$ cat config.mk
export PLATFORM = sky130hd
export DESIGN_NAME = ring_request_queue_with_lookup
export DESIGN_NICKNAME = d
export VERILOG_FILES = /design/src/sv/rrq_pkg.sv /design/src/sv/rrq_mem.sv /design/src/sv/rrq_ctrl.sv /design/src/sv/rrq_out.sv /design/src/sv/ring_request_queue_with_lookup.sv
export SDC_FILE = /design/constraint.sdc
export NUM_CORES = 1
export LEC_CHECK = 0
export BUFFER_PORTS_ARGS = -buffer_cell sky130_fd_sc_hd__buf_2
export CAP_MARGIN = 40
export CORE_MARGIN = 2
export CORE_UTILIZATION = 60
export CTS_BUF_LIST = sky130_fd_sc_hd__clkbuf_8 sky130_fd_sc_hd__clkbuf_16
export DETAILED_ROUTE_END_ITERATION = 10
export PLACE_DENSITY = 0.78
export SETUP_SLACK_MARGIN = 0.2
export SYNTH_ARGS = -nofsm -noshare
export SYNTH_HDL_FRONTEND = slang
export SYNTH_SLANG_ARGS = --single-unit
$ cat constraint.sdc
create_clock -name i_clk -period 4.67 [get_ports i_clk]
set_input_delay 0.7005 -clock i_clk [delete_from_list [all_inputs] [get_ports i_clk]]
set_output_delay 0.7005 -clock i_clk [all_outputs]
set_load 0.05 [all_outputs]
$ cat src/sv/rrq_pkg.sv
package rrq_pkg;

    localparam int SLOTS = 16;
    localparam int IDX_W = (SLOTS > 1) ? $clog2(SLOTS) : 1;
    localparam int ID_W  = 8;
    localparam int OCC_W = 4;

    localparam logic [IDX_W-1:0] LAST_SLOT = IDX_W'(SLOTS - 1);
    localparam logic [IDX_W:0]   SLOTS_EXT = (IDX_W + 1)'(SLOTS);

    typedef enum logic [1:0] {
        ACT_PUSH   = 2'd0,
        ACT_POP    = 2'd1,
        ACT_LOOKUP = 2'd2,
        ACT_FLUSH  = 2'd3
    } t_action;

    typedef enum logic [1:0] {
        ST_IDLE,
        ST_POP,
        ST_SCAN,
        ST_EMIT
    } t_state;

    typedef struct packed {
        logic             accepted;
        logic [ID_W-1:0]  popped_id;
        logic             found;
        logic [OCC_W-1:0] occupancy;
    } t_result;

    function automatic logic [IDX_W-1:0] next_slot(input logic [IDX_W-1:0] idx);
        return (idx == LAST_SLOT) ? '0 : idx + 1'b1;
    endfunction

    // entries between read and write index, wrapping at SLOTS
    function automatic logic [IDX_W-1:0] queued(input logic [IDX_W-1:0] w,
                                                input logic [IDX_W-1:0] r);
        logic [IDX_W:0] s;
        if (w >= r) begin
            s = {1'b0, w} - {1'b0, r};
        end else begin
            s = {1'b0, w} + SLOTS_EXT - {1'b0, r};
        end
        return s[IDX_W-1:0];
    endfunction

    // occupancy field is 4 bits: count modulo 16
    function automatic logic [OCC_W-1:0] occ_field(input logic [IDX_W-1:0] cnt);
        logic [IDX_W+OCC_W-1:0] t;
        t = {{OCC_W{1'b0}}, cnt};
        return t[OCC_W-1:0];
    endfunction

endpackage

$ cat src/sv/rrq_mem.sv
module rrq_mem
    import rrq_pkg::*;
(
    input  logic             i_clk,
    input  logic             i_we,
    input  logic [IDX_W-1:0] i_waddr,
    input  logic [ID_W-1:0]  i_wdata,
    input  logic             i_re,
    input  logic [IDX_W-1:0] i_raddr,
    output logic [ID_W-1:0]  o_rdata
);

    logic [ID_W-1:0] r_mem [SLOTS];
    logic [ID_W-1:0] r_rdata;

    always_ff @(posedge i_clk) begin
        if (i_we) begin
            r_mem[i_waddr] <= i_wdata;
        end
    end

    always_ff @(posedge i_clk) begin
        if (i_re) begin
            r_rdata <= r_mem[i_raddr];
        end
    end

    assign o_rdata = r_rdata;

endmodule

$ cat src/sv/rrq_ctrl.sv
module rrq_ctrl
    import rrq_pkg::*;
(
    input  logic            i_clk,
    input  logic            i_rst_n,
    input  logic            i_in_valid,
    output logic            o_in_ready,
    input  t_action         i_action,
    input  logic [ID_W-1:0] i_item_id,
    output logic            o_res_valid,
    input  logic            i_res_ready,
    output t_result         o_res
);

    t_state           r_state, n_state;
    logic [IDX_W-1:0] r_wr_idx, n_wr_idx;
    logic [IDX_W-1:0] r_rd_idx, n_rd_idx;
    logic [IDX_W-1:0] r_ptr, n_ptr;
    logic [IDX_W-1:0] r_left, n_left;
    logic [ID_W-1:0]  r_id, n_id;
    logic             r_acc, n_acc;
    logic [ID_W-1:0]  r_pop, n_pop;
    logic             r_found, n_found;

    logic             mem_we, mem_re;
    logic [IDX_W-1:0] mem_raddr;
    logic [ID_W-1:0]  mem_rdata;
    logic [IDX_W-1:0] cnt;
    logic             is_empty, is_full, in_acc;

    rrq_mem u_mem (
        .i_clk   (i_clk),
        .i_we    (mem_we),
        .i_waddr (r_wr_idx),
        .i_wdata (i_item_id),
        .i_re    (mem_re),
        .i_raddr (mem_raddr),
        .o_rdata (mem_rdata)
    );

    assign cnt      = queued(r_wr_idx, r_rd_idx);
    assign is_empty = (r_wr_idx == r_rd_idx);
    assign is_full  = (next_slot(r_wr_idx) == r_rd_idx);
    assign in_acc   = i_in_valid && o_in_ready;

    always_ff @(posedge i_clk) begin
        if (!i_rst_n) begin
            r_state <= ST_IDLE;
        end else begin
            r_state <= n_state;
        end
    end

    always_ff @(posedge i_clk) begin
        if (!i_rst_n) begin
            r_wr_idx <= '0;
            r_rd_idx <= '0;
        end else begin
            r_wr_idx <= n_wr_idx;
            r_rd_idx <= n_rd_idx;
        end
    end

    always_ff @(posedge i_clk) begin
        r_ptr   <= n_ptr;
        r_left  <= n_left;
        r_id    <= n_id;
        r_acc   <= n_acc;
        r_pop   <= n_pop;
        r_found <= n_found;
    end

    always_comb begin
        n_state     = r_state;
        n_wr_idx    = r_wr_idx;
        n_rd_idx    = r_rd_idx;
        n_ptr       = r_ptr;
        n_left      = r_left;
        n_id        = r_id;
        n_acc       = r_acc;
        n_pop       = r_pop;
        n_found     = r_found;
        mem_we      = 1'b0;
        mem_re      = 1'b0;
        mem_raddr   = r_rd_idx;
        o_in_ready  = 1'b0;
        o_res_valid = 1'b0;

        unique case (r_state)
            ST_IDLE: begin
                o_in_ready = 1'b1;
                if (i_in_valid) begin
                    n_id    = i_item_id;
                    n_acc   = 1'b0;
                    n_pop   = '0;
                    n_found = 1'b0;
                    n_state = ST_EMIT;
                    unique case (i_action)
                        ACT_PUSH: begin
                            if (!is_full) begin
                                mem_we   = 1'b1;
                                n_wr_idx = next_slot(r_wr_idx);
                                n_acc    = 1'b1;
                            end
                        end
                        ACT_POP: begin
                            if (!is_empty) begin
                                mem_re   = 1'b1;
                                n_rd_idx = next_slot(r_rd_idx);
                                n_acc    = 1'b1;
                                n_state  = ST_POP;
                            end
                        end
                        ACT_LOOKUP: begin
                            if (!is_empty) begin
                                mem_re  = 1'b1;
                                n_ptr   = next_slot(r_rd_idx);
                                n_left  = cnt - 1'b1;
                                n_state = ST_SCAN;
                            end
                        end
                        ACT_FLUSH: begin
                            n_wr_idx = '0;
                            n_rd_idx = '0;
                        end
                        default: ;
                    endcase
                end
            end
            ST_POP: begin
                n_pop   = mem_rdata;
                n_state = ST_EMIT;
            end
            ST_SCAN: begin
                // data of the previous read is here; compare, else fetch next
                mem_raddr = r_ptr;
                if (mem_rdata == r_id) begin
                    n_found = 1'b1;
                    n_state = ST_EMIT;
                end else if (r_left == '0) begin
                    n_state = ST_EMIT;
                end else begin
                    mem_re  = 1'b1;
                    n_ptr   = next_slot(r_ptr);
                    n_left  = r_left - 1'b1;
                end
            end
            ST_EMIT: begin
                o_res_valid = 1'b1;
                if (i_res_ready) begin
                    n_state = ST_IDLE;
                end
            end
            default: n_state = ST_IDLE;
        endcase
    end

    assign o_res.accepted  = r_acc;
    assign o_res.popped_id = r_pop;
    assign o_res.found     = r_found;
    assign o_res.occupancy = occ_field(cnt);

    a_no_write_in_scan: assert property (@(posedge i_clk) disable iff (!i_rst_n)
        (r_state == ST_SCAN) |-> !mem_we)
        else $error("store written during lookup scan");

    a_idx_range: assert property (@(posedge i_clk) disable iff (!i_rst_n)
        (r_wr_idx <= LAST_SLOT) && (r_rd_idx <= LAST_SLOT))
        else $error("queue index beyond last slot");

    a_flush_clears: assert property (@(posedge i_clk) disable iff (!i_rst_n)
        (in_acc && i_action == ACT_FLUSH) |=> (r_wr_idx == '0) && (r_rd_idx == '0))
        else $error("flush did not empty the queue");

    a_res_hold: assert property (@(posedge i_clk) disable iff (!i_rst_n)
        (o_res_valid && !i_res_ready) |=> o_res_valid && $stable(o_res))
        else $error("pending result changed before handoff");

endmodule

$ cat src/sv/rrq_out.sv
module rrq_out
    import rrq_pkg::*;
(
    input  logic        i_clk,
    input  logic        i_rst_n,
    input  logic        i_res_valid,
    output logic        o_res_ready,
    input  t_result     i_res,
    output logic        o_valid,
    input  logic        i_ready,
    output logic [15:0] o_data
);

    logic    r_valid;
    t_result r_res;

    assign o_res_ready = !r_valid || i_ready;

    always_ff @(posedge i_clk) begin
        if (!i_rst_n) begin
            r_valid <= 1'b0;
        end else if (o_res_ready) begin
            r_valid <= i_res_valid;
        end
    end

    always_ff @(posedge i_clk) begin
        if (o_res_ready && i_res_valid) begin
            r_res <= i_res;
        end
    end

    assign o_valid = r_valid;
    assign o_data  = {2'b00, r_res.occupancy, r_res.found, r_res.popped_id, r_res.accepted};

endmodule

$ cat src/sv/ring_request_queue_with_lookup.sv
// Channel   Dir  Signals                 Contents
// s_axis    in   tvalid tready tdata     tdata[7:0] item_id
//                tuser                   tuser[1:0] action
// m_axis    out  tvalid tready tdata     tdata[0] accepted, [8:1] popped_id,
//                                        [9] found, [13:10] occupancy
//
// One item at a time. Push and flush go from idle straight to the emit state;
// pop passes through a pop state for the registered slot store read. Lookup
// compares k entries, k those compared before a match or the end, so up to
// SLOTS-1; the single read port of the slot store paces it, one entry a cycle.
// Reset (synchronous, active low) empties the queue; the slot store is not cleared.
// A stalled m_axis holds the result in the output register; one further item
// may be taken and worked on meanwhile, its result waits until that register frees.
module ring_request_queue_with_lookup
    import rrq_pkg::*;
(
    input  logic        i_clk,
    input  logic        i_rst_n,
    input  logic        s_axis_tvalid,
    output logic        s_axis_tready,
    input  logic [7:0]  s_axis_tdata,   // [7:0] item_id
    input  logic [1:0]  s_axis_tuser,   // [1:0] action
    output logic        m_axis_tvalid,
    input  logic        m_axis_tready,
    output logic [15:0] m_axis_tdata    // [0] accepted, [8:1] popped_id, [9] found,
                                        // [13:10] occupancy, [15:14] zero
);

    t_result res;
    logic    res_valid;
    logic    res_ready;

    // control, indices and slot store
    rrq_ctrl u_ctrl (
        .i_clk       (i_clk),
        .i_rst_n     (i_rst_n),
        .i_in_valid  (s_axis_tvalid),
        .o_in_ready  (s_axis_tready),
        .i_action    (t_action'(s_axis_tuser)),
        .i_item_id   (s_axis_tdata),
        .o_res_valid (res_valid),
        .i_res_ready (res_ready),
        .o_res       (res)
    );

    // output register decouples the result from the master side
    rrq_out u_out (
        .i_clk       (i_clk),
        .i_rst_n     (i_rst_n),
        .i_res_valid (res_valid),
        .o_res_ready (res_ready),
        .i_res       (res),
        .o_valid     (m_axis_tvalid),
        .i_ready     (m_axis_tready),
        .o_data      (m_axis_tdata)
    );

endmodule
==> summary by stage <==
GRT
Entering global routing, the biggest net connects 22 pins. The peak-usage layer in the global routing report is met2. The met2 demand-to-capacity share in global routing is 36.5%. In the global route stage, met3 resource usage came out at 4.98%. The via count of the first global-routing pass is 4145. Global routing consumed, over all layers together, 22.9% of the routing resources. The initial antenna violation count is 0. The total global routing overflow is 0. The first global-routing pass estimated 23.6 mm of wire.

The met1 layer usage reported by global route is 32.0%.

Yosys
The cell area after synthesis is 7920 um2. In the synthesized netlist the async set-or-reset flop fraction comes to 0%. The synthesized instance count is 460. The count of synthesis-stage warnings from yosys is 0. The number of unique standard cell types used by synthesis is 48. Yosys mapped a number of flops with a built-in enable equal to 176. The average footprint of a synthesized cell is 17.2 um2. The register bit total from synthesis is 187. For this run, the register share of the synthesized area comes to 69.6%.

The most used flip-flop cell after synthesis is sky130_fd_sc_hd__edfxtp_1.

Clocking
Once the clock tree was built, the resizer swapped 0 gates to a different size. The clock root buffer is sky130_fd_sc_hd__clkbuf_16. The hold buffer count at cts is 0. The maximum clock path buffer count is 2. The H-tree was split into 4 levels.

The clock insertion delay at the later pin of the skew report is 440 ps. The number of setup buffers added after CTS is 0. The clock sink count is 187.

After clock tree synthesis, the clock-pin slew on the worst setup and hold paths is 60 ps. Counting the buffers created by CTS gives 17. The CTS tree is built.

Job
Max-cap violations in this run came to 0.

Pwr
The power density over the cells is 499 nW/um2. The worst IR drop on VDD is 0.284 mV. The analysis attributes to cell leakage a power of 3.14 nW. The post-route total power is 4.44 mW.

Timing
The setup TNS after final layout is 0 ps. Subtracting the final worst setup slack from the clock period gives 2950 ps. The final count of pins violating max slew was 0. The maximum clock skew at final layout is 13.7 ps. The final critical path takes up 63.2% of the cycle. The final hold violation count was 0. The worst slew margin relative to its limit is 42.7%.

Setup violations remaining at the end of the flow were counted as 0. At the pin with the least slew margin, the transition time is 841 ps. Setup repair after global routing left no endpoint under its margin.

The maximum achievable frequency is 339 MHz.

Floorplan
The number of placement rows is 41. From left edge to right edge, the die measures 119 um. The area inside the core boundary is 12800 um2. The initial utilization of the core area, before any placement, comes to 62.0%. The count of pins on the block boundary is 32. The die area is 14100 um2. The die outline height is 119 um.

Finish
The proportion of layout cells with a drive suffix above 1 is 20.5%. Leaving out filler cells and counting taps, the final layout contains 688. The final core area utilization is 69.7%. From synthesis to final layout, the design area changed by 12.5%. The most common cell after layout, fill and taps aside is sky130_fd_sc_hd__edfxtp_1. After the last flow step, the layout net total stands at 536. In the layout the commonest cells are sky130_fd_sc_hd__edfxtp_1, sky130_fd_sc_hd__buf_2, sky130_fd_sc_hd__mux4_2, sky130_fd_sc_hd__nand2_1. Summing all non-filler instances in the final layout gives an area of 8900 um2.

The repair_antennas step left the layout with diodes totalling 0.

Critical path
The critical path starts at u_ctrl.r_state[0]. The largest single stage delay on the critical path is 670 ps. The worst-path cell with the longest stage delay is sky130_fd_sc_hd__nor2_1. Data on the critical path arrives at its endpoint at 3010 ps. In this run the critical register-to-register path is captured at u_ctrl.u_mem.r_mem[15][1]. The worst setup path is captured at a flop. Traced cell by cell, the critical path runs through inv_1 > ha_1 > nand2_1 > inv_1 > nand2_1 > a21oi_1 > buf_4 > nand2_1 > nor2_1. Across all register-to-register paths, the minimum setup slack is 1720 ps. The most critical setup path has its endpoint at u_ctrl.u_mem.r_mem[15][1]. The classification of the worst setup path is reg2reg. Data on the critical path is required at its endpoint by 4730 ps. The cell type with the highest occurrence count on the critical path is sky130_fd_sc_hd__nand2_1.

The top fanout value on the critical path is 20. The worst setup path is launched from a flop. The startpoint of the lowest-slack register-to-register path is u_ctrl.r_state[0]. The number of cell instances on the worst register-to-register path is 9.

Worst hold path
The worst hold path belongs to the class reg2reg. Along the worst hold path, the cell count comes to 0.

Route
For this block, the routed nets add up to 15.0 mm of wire. The final routed DRC violation total is 0. In the routed layout, each cell is associated on average with a via count of 6.10.

In this run the remaining antenna-violating nets after routing total 0. The violation count after the first detailed-route iteration is 394. The vias after detailed routing is 4196. After detailed routing, the average wire length per cell comes to 21.8 um. The number of search-and-repair iterations in the first detailed-routing pass is 5.

Placement
The placed instances occupy a cell area of 8310 um2. The final estimated routing congestion in global placement is 0.807. The number of placed cells counting well taps is 656. The HPWL after detailed placement is 9.85 mm. Buffers placed on the I/O ports in this run total 29.

Status
The flow ran to the end, and the final reports show no timing, DRC or antenna violations.
## per-stage QoR
step	hold slack [ps]	worst slack [ps]
after floorplan	400	1750
after global placement	400	1610
after detailed placement	406	1670
after CTS	422	1670
after global routing	431	1460
final	420	1720
## cells by family after synthesis
group	Yosys count	synth area share [%]
mux	48	11.8
other cells	1	0.0474
fa+ha+maj	19	3.10
compound gates	60	5.01
xor+xnor	20	2.21
buf+inv	37	2.48
flops	187	69.6
simple gates	88	5.75
## layer usage
metal  up-vias  wire length [um]
li1       1874                 -
met1      2137              6330
met2       165              7600
met3        20               827
met4         0               241
met5         -                 0
## synthesized netlist by cell type, types with 3 or more instances
library cell	count	area share, %
sky130_fd_sc_hd__nand2_1	20	0.95
sky130_fd_sc_hd__and2_1	10	0.79
sky130_fd_sc_hd__edfxtp_1	176	67
sky130_fd_sc_hd__xnor2_1	10	1.1
sky130_fd_sc_hd__nor2b_1	18	1.4
sky130_fd_sc_hd__o21ai_1	5	0.32
sky130_fd_sc_hd__a211oi_2	3	0.47
sky130_fd_sc_hd__inv_1	16	0.76
sky130_fd_sc_hd__a211oi_1	8	0.76
sky130_fd_sc_hd__and3_1	8	0.63
sky130_fd_sc_hd__o21ai_0	7	0.44
sky130_fd_sc_hd__buf_2	7	0.44
sky130_fd_sc_hd__nand3_1	8	0.51
sky130_fd_sc_hd__dfxtp_1	11	2.8
sky130_fd_sc_hd__mux4_2	25	7.1
sky130_fd_sc_hd__mux4_1	7	2.3
sky130_fd_sc_hd__nor2_1	13	0.62
sky130_fd_sc_hd__buf_4	6	0.57
sky130_fd_sc_hd__ha_1	18	2.8
sky130_fd_sc_hd__a21oi_1	17	1.1
sky130_fd_sc_hd__xor2_1	10	1.1
sky130_fd_sc_hd__nor3_1	5	0.32
sky130_fd_sc_hd__clkbuf_1	5	0.24
sky130_fd_sc_hd__a21o_1	3	0.28
sky130_fd_sc_hd__a31oi_1	3	0.24
sky130_fd_sc_hd__mux2i_1	12	1.5
## sequential cells by signal, indices dropped and copies added (netlist names), 2 cells and up
register,flops
u_ctrl.r_id,8
u_ctrl.r_left,4
u_ctrl.r_pop,8
u_ctrl.r_ptr,4
u_ctrl.r_rd_idx,4
u_ctrl.r_state,2
u_ctrl.r_wr_idx,4
u_ctrl.u_mem.o_rdata,8
u_ctrl.u_mem.r_mem,128
u_out.o_data,14
## critical path, delay by kind of cell, from the launching register on
kind	cells	cell delay, ps
buf+inv	3	670
flops	1	340
simple gates	4	1150
fa+ha+maj	1	280
compound gates	1	140
## layout make-up
cell class | count | area (um2)
Timing Repair Buffer | 44 | 299
Multi-Input combinational cell | 237 | 2230
Tap cell | 172 | 215
Sequential cell | 187 | 5510
Clock buffer | 17 | 425
Clock inverter | 15 | 168
Inverter | 16 | 60.1
Fill cell | 799 | 3870
## report_power, final
group / switching (mW) / internal, mW
clock network: 0.612 / 0.841
registers: 0.0804 / 2.03
logic: 0.501 / 0.375
## worst min-delay path by stage
| stage | from | to | slack (ps) |
|---|---|---|---|
| finish | u_ctrl.r_pop[5] | u_out.o_data[6] | 420 |
| global route | u_ctrl.r_pop[3] | u_out.o_data[4] | 430 |
| CTS | u_ctrl.r_pop[5] | u_out.o_data[6] | 420 |
| global placement | u_ctrl.r_found | u_out.o_data[9] | 400 |
| floorplan | u_ctrl.r_acc | u_out.o_data[0] | 400 |
| detailed placement | u_ctrl.r_pop[5] | u_out.o_data[6] | 410 |
Note: power is estimated with default switching activity, not from simulation.
